## src/hw/rtl/unique_value_set_table_assert.svh

```systemverilog
// Assertion macros for the unique value set table.
`ifndef UNIQUE_VALUE_SET_TABLE_ASSERT_SVH
`define UNIQUE_VALUE_SET_TABLE_ASSERT_SVH

// Plain invariant, sampled on clk, off while rst_n is low.
`define UVST_ASSERT(lbl, prop, msg) \
    lbl: assert property (@(posedge clk) disable iff (!rst_n) (prop)) else $error(msg);

// Same-cycle implication, sampled on clk, off while rst_n is low.
`define UVST_ASSERT_IMP(lbl, ante, cons, msg) \
    lbl: assert property (@(posedge clk) disable iff (!rst_n) (ante) |-> (cons)) \
        else $error(msg);

`endif

```

## src/hw/rtl/uvst_pkg.sv

```systemverilog
// Shared types and constants for the unique value set table.
package uvst_pkg;

    localparam int DEFAULT_CAPACITY = 64;
    localparam int CFG_W = 7;
    localparam int CNT_OUT_W = 7;
    localparam logic [CFG_W-1:0] CAP_LIMIT_RESET = 7'd64;

    localparam logic [1:0] OP_INSERT = 2'd0;
    localparam logic [1:0] OP_DELETE = 2'd1;
    localparam logic [1:0] OP_LOOKUP = 2'd2;

    typedef struct packed {
        logic [1:0]         opcode;
        logic signed [31:0] value;
    } cmd_item_t;

    typedef struct packed {
        logic                 was_present;
        logic                 changed;
        logic                 full_refused;
        logic [CNT_OUT_W-1:0] entry_count;
    } rsp_item_t;

    // Request held for the length of one walk down the row.
    typedef struct packed {
        logic        is_ins;
        logic        is_del;
        logic        cap_ok;
        logic [31:0] value;
    } req_t;

    // Token and match flag handed from one cell to the next.
    typedef struct packed {
        logic tok;
        logic found;
    } link_t;

    typedef enum logic [1:0] {
        ST_IDLE,
        ST_WALK,
        ST_HOLD
    } state_t;

endpackage

```

## src/hw/rtl/uvst_cell.sv

```systemverilog
// One storage cell of the set: holds an entry, compares and shifts as the token passes.
module uvst_cell
    import uvst_pkg::*;
#(
    parameter int IDX = 0,
    parameter int CW  = 7
)
(
    input  logic          clk,
    input  logic          rst_n,
    input  req_t          req,
    input  logic [CW-1:0] count,
    input  link_t         link_in,
    input  logic [31:0]   nb_entry,
    output link_t         link_out,
    output logic [31:0]   entry
);

    logic [31:0] entry_reg;
    logic [31:0] entry_next;
    link_t       link_reg;
    link_t       link_next;
    logic        occupied;
    logic        hit;
    logic        found_here;

    assign occupied   = CW'(IDX) < count;
    assign hit        = occupied && (entry_reg == req.value);
    assign found_here = link_in.found | hit;

    always_comb
    begin
        entry_next = entry_reg;
        if (link_in.tok)
        begin
            // pull the upper neighbor down once the match lies at or below us
            if (req.is_del && occupied && found_here)
            begin
                entry_next = nb_entry;
            end
            else if (req.is_ins && (CW'(IDX) == count) && !link_in.found && req.cap_ok)
            begin
                entry_next = req.value;
            end
        end
    end

    always_comb
    begin
        link_next.tok   = link_in.tok;
        link_next.found = link_in.tok ? found_here : 1'b0;
    end

    always_ff @(posedge clk)
    begin
        entry_reg <= entry_next;
    end

    always_ff @(posedge clk or negedge rst_n)
    begin
        if (!rst_n)
        begin
            link_reg <= '0;
        end
        else
        begin
            link_reg <= link_next;
        end
    end

    assign link_out = link_reg;
    assign entry    = entry_reg;

endmodule

```

## src/hw/rtl/unique_value_set_table.sv

```systemverilog
// Top level of the unique value set table: request control, row of cells, result register.
// One command at a time: cmd_ready is high only in ST_IDLE; the token walks every cell of the row.
// A waiting response keeps the next result in ST_HOLD and so blocks the next command.
// Reset: asynchronous, active low; clears the count and sets the capacity limit to 64.
// Entries need no clearing; cells at or above the count are never compared.
`include "unique_value_set_table_assert.svh"

module unique_value_set_table
    import uvst_pkg::*;
#(
    parameter int CAPACITY = DEFAULT_CAPACITY
)
(
    input  logic             clk,
    input  logic             rst_n,
    input  logic             cmd_valid,
    output logic             cmd_ready,
    input  cmd_item_t        cmd,
    output logic             rsp_valid,
    input  logic             rsp_ready,
    output rsp_item_t        rsp,
    input  logic             cfg_valid,
    output logic             cfg_ready,
    input  logic [CFG_W-1:0] cfg_data
);

    localparam int CW = $clog2(CAPACITY + 1);
    localparam int MW = (CW > CFG_W) ? CW : CFG_W;

    state_t            state_reg;
    state_t            state_next;
    logic [CW-1:0]     count_reg;
    logic [CW-1:0]     count_next;
    logic [CFG_W-1:0]  cap_limit_reg;
    req_t              req_reg;
    req_t              req_next;
    logic              start_reg;
    rsp_item_t         res_reg;
    rsp_item_t         res_next;
    logic              rsp_valid_reg;
    rsp_item_t         rsp_reg;

    logic              cmd_fire;
    logic              walk_end;
    logic              rsp_load;
    logic              cap_ok;

    link_t             link_vec  [CAPACITY+1];
    logic [31:0]       entry_vec [CAPACITY];
    logic [CAPACITY-1:0] tok_vec;

    // Row of cells

    assign link_vec[0] = '{tok: start_reg, found: 1'b0};

    for (genvar gi = 0; gi < CAPACITY; gi++)
    begin : g_cell
        logic [31:0] nb;
        if (gi == CAPACITY - 1)
        begin : g_last
            assign nb = entry_vec[gi];
        end
        else
        begin : g_mid
            assign nb = entry_vec[gi+1];
        end

        uvst_cell #(
            .IDX (gi),
            .CW  (CW)
        ) u_cell (
            .clk      (clk),
            .rst_n    (rst_n),
            .req      (req_reg),
            .count    (count_reg),
            .link_in  (link_vec[gi]),
            .nb_entry (nb),
            .link_out (link_vec[gi+1]),
            .entry    (entry_vec[gi])
        );

        assign tok_vec[gi] = link_vec[gi+1].tok;
    end

    // Control

    assign cmd_fire = cmd_valid && cmd_ready;
    assign walk_end = (state_reg == ST_WALK) && link_vec[CAPACITY].tok;
    assign cfg_ready = 1'b1;

    assign cap_ok = (MW'(count_reg) < MW'(cap_limit_reg)) && (count_reg < CW'(CAPACITY));

    always_comb
    begin
        state_next = state_reg;
        case (state_reg)
            ST_IDLE:
            begin
                if (cmd_fire)
                begin
                    state_next = ST_WALK;
                end
            end
            ST_WALK:
            begin
                if (walk_end)
                begin
                    state_next = ST_HOLD;
                end
            end
            ST_HOLD:
            begin
                if (!rsp_valid_reg || rsp_ready)
                begin
                    state_next = ST_IDLE;
                end
            end
            default:
            begin
                state_next = ST_IDLE;
            end
        endcase
    end

    always_comb
    begin
        cmd_ready = 1'b0;
        rsp_load  = 1'b0;
        case (state_reg)
            ST_IDLE:
            begin
                cmd_ready = 1'b1;
            end
            ST_HOLD:
            begin
                rsp_load = !rsp_valid_reg || rsp_ready;
            end
            default:
            begin
                cmd_ready = 1'b0;
                rsp_load  = 1'b0;
            end
        endcase
    end

    always_comb
    begin
        req_next.is_ins = (cmd.opcode == OP_INSERT);
        req_next.is_del = (cmd.opcode == OP_DELETE);
        req_next.cap_ok = cap_ok;
        req_next.value  = cmd.value;
    end

    always_comb
    begin
        count_next = count_reg;
        if (req_reg.is_ins && !link_vec[CAPACITY].found && req_reg.cap_ok)
        begin
            count_next = count_reg + CW'(1);
        end
        else if (req_reg.is_del && link_vec[CAPACITY].found)
        begin
            count_next = count_reg - CW'(1);
        end
        res_next.was_present  = link_vec[CAPACITY].found;
        res_next.changed      = count_next != count_reg;
        res_next.full_refused = req_reg.is_ins && !link_vec[CAPACITY].found && !req_reg.cap_ok;
        res_next.entry_count  = CNT_OUT_W'(count_next);
    end

    always_ff @(posedge clk or negedge rst_n)
    begin
        if (!rst_n)
        begin
            state_reg     <= ST_IDLE;
            count_reg     <= '0;
            cap_limit_reg <= CAP_LIMIT_RESET;
            start_reg     <= 1'b0;
            rsp_valid_reg <= 1'b0;
        end
        else
        begin
            state_reg <= state_next;
            start_reg <= cmd_fire;
            if (cfg_valid && cfg_ready)
            begin
                cap_limit_reg <= cfg_data;
            end
            if (walk_end)
            begin
                count_reg <= count_next;
            end
            if (rsp_load)
            begin
                rsp_valid_reg <= 1'b1;
            end
            else if (rsp_ready)
            begin
                rsp_valid_reg <= 1'b0;
            end
        end
    end

    // Payload registers: hold the request and results
    always_ff @(posedge clk)
    begin
        if (cmd_fire)
        begin
            req_reg <= req_next;
        end
        if (walk_end)
        begin
            res_reg <= res_next;
        end
        if (rsp_load)
        begin
            rsp_reg <= res_reg;
        end
    end

    assign rsp_valid = rsp_valid_reg;
    assign rsp       = rsp_reg;

    // Checks

    `UVST_ASSERT(a_count_bound, count_reg <= CW'(CAPACITY), "count exceeds capacity")
    `UVST_ASSERT(a_one_token, $onehot0(tok_vec), "more than one token in the row")
    `UVST_ASSERT_IMP(a_count_at_end, count_reg != $past(count_reg), $past(walk_end),
        "count changed outside the end of a walk")
    `UVST_ASSERT_IMP(a_idle_no_token, state_reg == ST_IDLE, tok_vec == '0,
        "token in the row while idle")

endmodule

```

## config.mk

```make
export PLATFORM = sky130hd
export DESIGN_NAME = unique_value_set_table
export DESIGN_NICKNAME = d
export VERILOG_FILES = /design/src/hw/rtl/uvst_pkg.sv /design/src/hw/rtl/uvst_cell.sv /design/src/hw/rtl/unique_value_set_table.sv
export VERILOG_INCLUDE_DIRS = /design/src /design/src/hw/rtl
export SDC_FILE = /design/constraint.sdc
export NUM_CORES = 2
export LEC_CHECK = 0
export BUFFER_PORTS_ARGS = -buffer_cell sky130_fd_sc_hd__buf_4
export CAP_MARGIN = 20
export CORE_MARGIN = 2
export CORE_UTILIZATION = 45
export DETAILED_ROUTE_END_ITERATION = 10
export MAX_ROUTING_LAYER = met4
export SYNTH_ARGS = -nofsm -noshare
export SYNTH_HDL_FRONTEND = slang
export SYNTH_SLANG_ARGS = --single-unit
```

## constraint.sdc

```tcl
create_clock -name clk -period 9.2 [get_ports clk]
set_clock_uncertainty 0.05 [all_clocks]
set_input_delay 2.76 -clock clk [delete_from_list [all_inputs] [get_ports clk]]
set_output_delay 2.76 -clock clk [all_outputs]
set_load 0.03 [all_outputs]
```

==> key figures <==
Clocking
  – Clock transition at the registers of the reported paths: ~60 ps
  – TritonCTS Sinks: ~2,200
  – H-tree depth: 5
  – Setup Buffers After CTS: 0
  – Clock Latency Late Sink: slightly below 900 ps
  – Clock buffer depth: 4
  – CTS tree: built
  – Cts repair resizes: 0
  – # hold bufs at CTS: 0
  – Clk root buf: clkbuf_16
  – CTS Buf Count: between 200 and 300

Run
  – Max-cap violations: 0

STA
  – Setup TNS Final: 0 ps
  – Crit path time final: between 4000 and 5000 ps
  – Slew Limit Fails: 0
  – Period utilization: a little over half
  – Final setup margin: 4290 ps
  – Final Setup Violations: 0
  – Highest Clock Rate: 204 MHz
  – Hold Fails Final Rpt: 0
  – RSZ-0062 raised after global routing: false
  – Worst slew pin tran: around 1100 ps
  – Rel. slew slack: a little over a quarter

Worst setup path
  – Maximum fanout along the worst path: between 60 and 70
  – Flop2flop setup slack: approximately 4300 ps
  – R2r startpoint: req_reg[12]
  – Setup crit end kind: flip-flop
  – RR Endpoint: g_cell[0].u_cell.entry[13]
  – Startpoint type of the worst setup path: flip-flop
  – Critical Path RT: 9720 ps
  – Worst r2r path cells: 8
  – Worst EP arrival: 5420 ps
  – Worst setup path category: reg -> reg

Floorplanning
  – Io pins: 59
  – Starting Density: a little under half
  – Die W: between 500 and 600 um
  – Die height: 521 um
  – # rows: 189
  – Core area: ~270,000 um2
  – Die Footprint: roughly 270,000 um2

Routing
  – DRT iter0 DRCs: between 7,000 and 8,000
  – Drt drc: 0
  – WL per Instance: 30.8 um
  – Pre-Repair DR Iteration Count: 7
  – Vias per inst: 5.87
  – Post-Route WL: about 370,000 um
  – DR vias: 70,179
  – ANT nets after route: 0

Yosys
  – Share of the synthesized area in the top cell type: a little over half
  – Ys flop type: edfxtp_1
  – Syn_nets: around 8,400
  – Seq cells post-synth: between 2,000 and 2,500
  – Post-synth cell types: between 70 and 80
  – Sequential fraction of the synthesis area: approximately 56%
  – Top post-synthesis cells by count: edfxtp_1 (2,103), mux2_2 (1,787), xnor2_1 (1,577)
  – Cell taking the most area after synthesis: edfxtp_1
  – Post-Syn Area per Cell: between 10 and 15 um2
  – Mapped Cells: around 8,300
  – Post-synth EDFFs: approximately 2,100
  – Mapped cell area: 120,000 um2
  – Most frequent cell after synthesis: edfxtp_1
  – Async S/R FF share, synth: about 6.5%
  – Synth warn: 0
  – Top post-synthesis cells by area: edfxtp_1 (53%), mux2_2 (17%), xnor2_1 (11%), xor2_1 (3.5%), dfrtp_1 (3.0%)

Power
  – Static leakage: between 0.04 and 0.05 uW
  – Power per cell area: roughly 160 nW/um2
  – Peak supply drop: about 150 uV

Min path
  – Hold path depth: 0
  – Min-Delay Startpoint: g_cell[24].u_cell.link_out[1]
  – Hold crit path type: reg -> reg
  – WHS Endpoint: g_cell[25].u_cell.link_out[1]

Layout
  – Max reg flops: roughly 2,000
  – Layout area overhead: 9.41%
  – Design Area, Final: around 130,000 um2
  – Non-filler cells, final: between 10,000 and 15,000
  – Util after Layout: approximately half
  – Layout Nets: roughly 8,300
  – Share of layout cells above drive strength 1: between 30% and 40%

Place
  – DP Cell Count: 11,493
  – IO buf count: between 50 and 60
  – Pre-CTS WS: about 4300 ps
  – Detailed placement HPWL: around 250,000 um
  – Placed Area: ~120,000 um2
  – GP Congestion: ~0.9

GRT
  – Number of antenna violations at the first check in global routing: 18
  – Remaining global-route overflow: 0
  – Largest net degree at the start of global routing: 89
  – GRT Total Usage: 27.5%
  – Global-route wire length before repair: approximately 530,000 um
  – Vias in the first global route: between 70,000 and 80,000

Outcome
  – Status: completed
## metrics by stage
step | hold WS, ps | power [uW]
CTS | 318 | 21300
floorplan | 304 | 11200
detailed placement | 314 | 11300
global placement | 316 | 11300
finish | 318 | 21200
global route | 330 | 21700
## placed cells by master, fill, tap and decap left out, types with 45 or more instances in the layout
master     Yosys  final
buf_4        111    299
clkbuf_1     255     60
clkbuf_16      0    274
clkinv_1       1     59
dfrtp_1      145    140
edfxtp_1    2103   2103
mux2_1       165    165
mux2_2      1787   1787
mux2_4        67     67
nand2_1       77     77
nand3_1       45     45
nand4_1      396    396
nor2_1        90     84
nor3_1        74     73
nor4_1       189    188
o21a_1        50     49
xnor2_1     1577   1577
xor2_1       480    480
## worst max path at each step
stage                 startpoint                         end  slack (ps)  cells past startpoint
global placement     req_reg[12]   g_cell[0].u_cell.entry[9]        3600                      8
finish               req_reg[12]  g_cell[0].u_cell.entry[13]        4290                      8
floorplan           count_reg[3]  g_cell[18].u_cell.entry[0]        4010                      6
global route        count_reg[6]  g_cell[54].u_cell.entry[7]        4240                      9
CTS                  req_reg[17]  g_cell[0].u_cell.entry[23]        4270                      8
detailed placement   req_reg[17]  g_cell[0].u_cell.entry[30]        4300                      8
## critical path, stage by stage, from the launching register on
cell and delay [ps]:
edfxtp_1 370, buf_12 410, buf_4 630, xor2_1 150, nor4_2 690, o21ai_1 500
or4b_1 980, buf_4 380, mux2_2 300
## routing by layer
layer / GRT usage, % / part of all wire, % / vias to the layer above
met5: - / 0 / -
met4: 7.76 / 3.1 / 0
met3: 4.13 / 6.9 / 585
met2: 42.0 / 46 / 2650
met1: 38.0 / 44 / 36408
li1: - / - / 30536
## power by group
group	switching, uW	total [uW]	leakage [uW]	internal, uW
logic	34.6	51.1	0.0164	16.5
clock network	4320	10100	0.00396	5820
registers	2.31	11000	0.0209	11000
total	4360	21200	0.0412	16900
## logic make-up after synthesis
logic type               synth area share (%)
XOR/XNOR                                 15.0
multiplexers                             19.1
AND/OR/NAND/NOR                          5.00
flip-flops                               55.6
buffers and inverters                    3.84
other                                 0.00312
adder cells (fa/ha/maj)                 0.114
AO/OA/AOI/OAI                            1.39
## cell type report
class                      instances  area [um2]
sequential                      2249       66800
clock inverter                   115         852
timing repair buffer             335        2980
inverter                          34         128
tap                             3533        4420
clock buffer                     345        7230
multi-input combinational       5344       49100
antenna                            7        17.5
fill                           22541      134000
(Power assumes the default switching activity.)
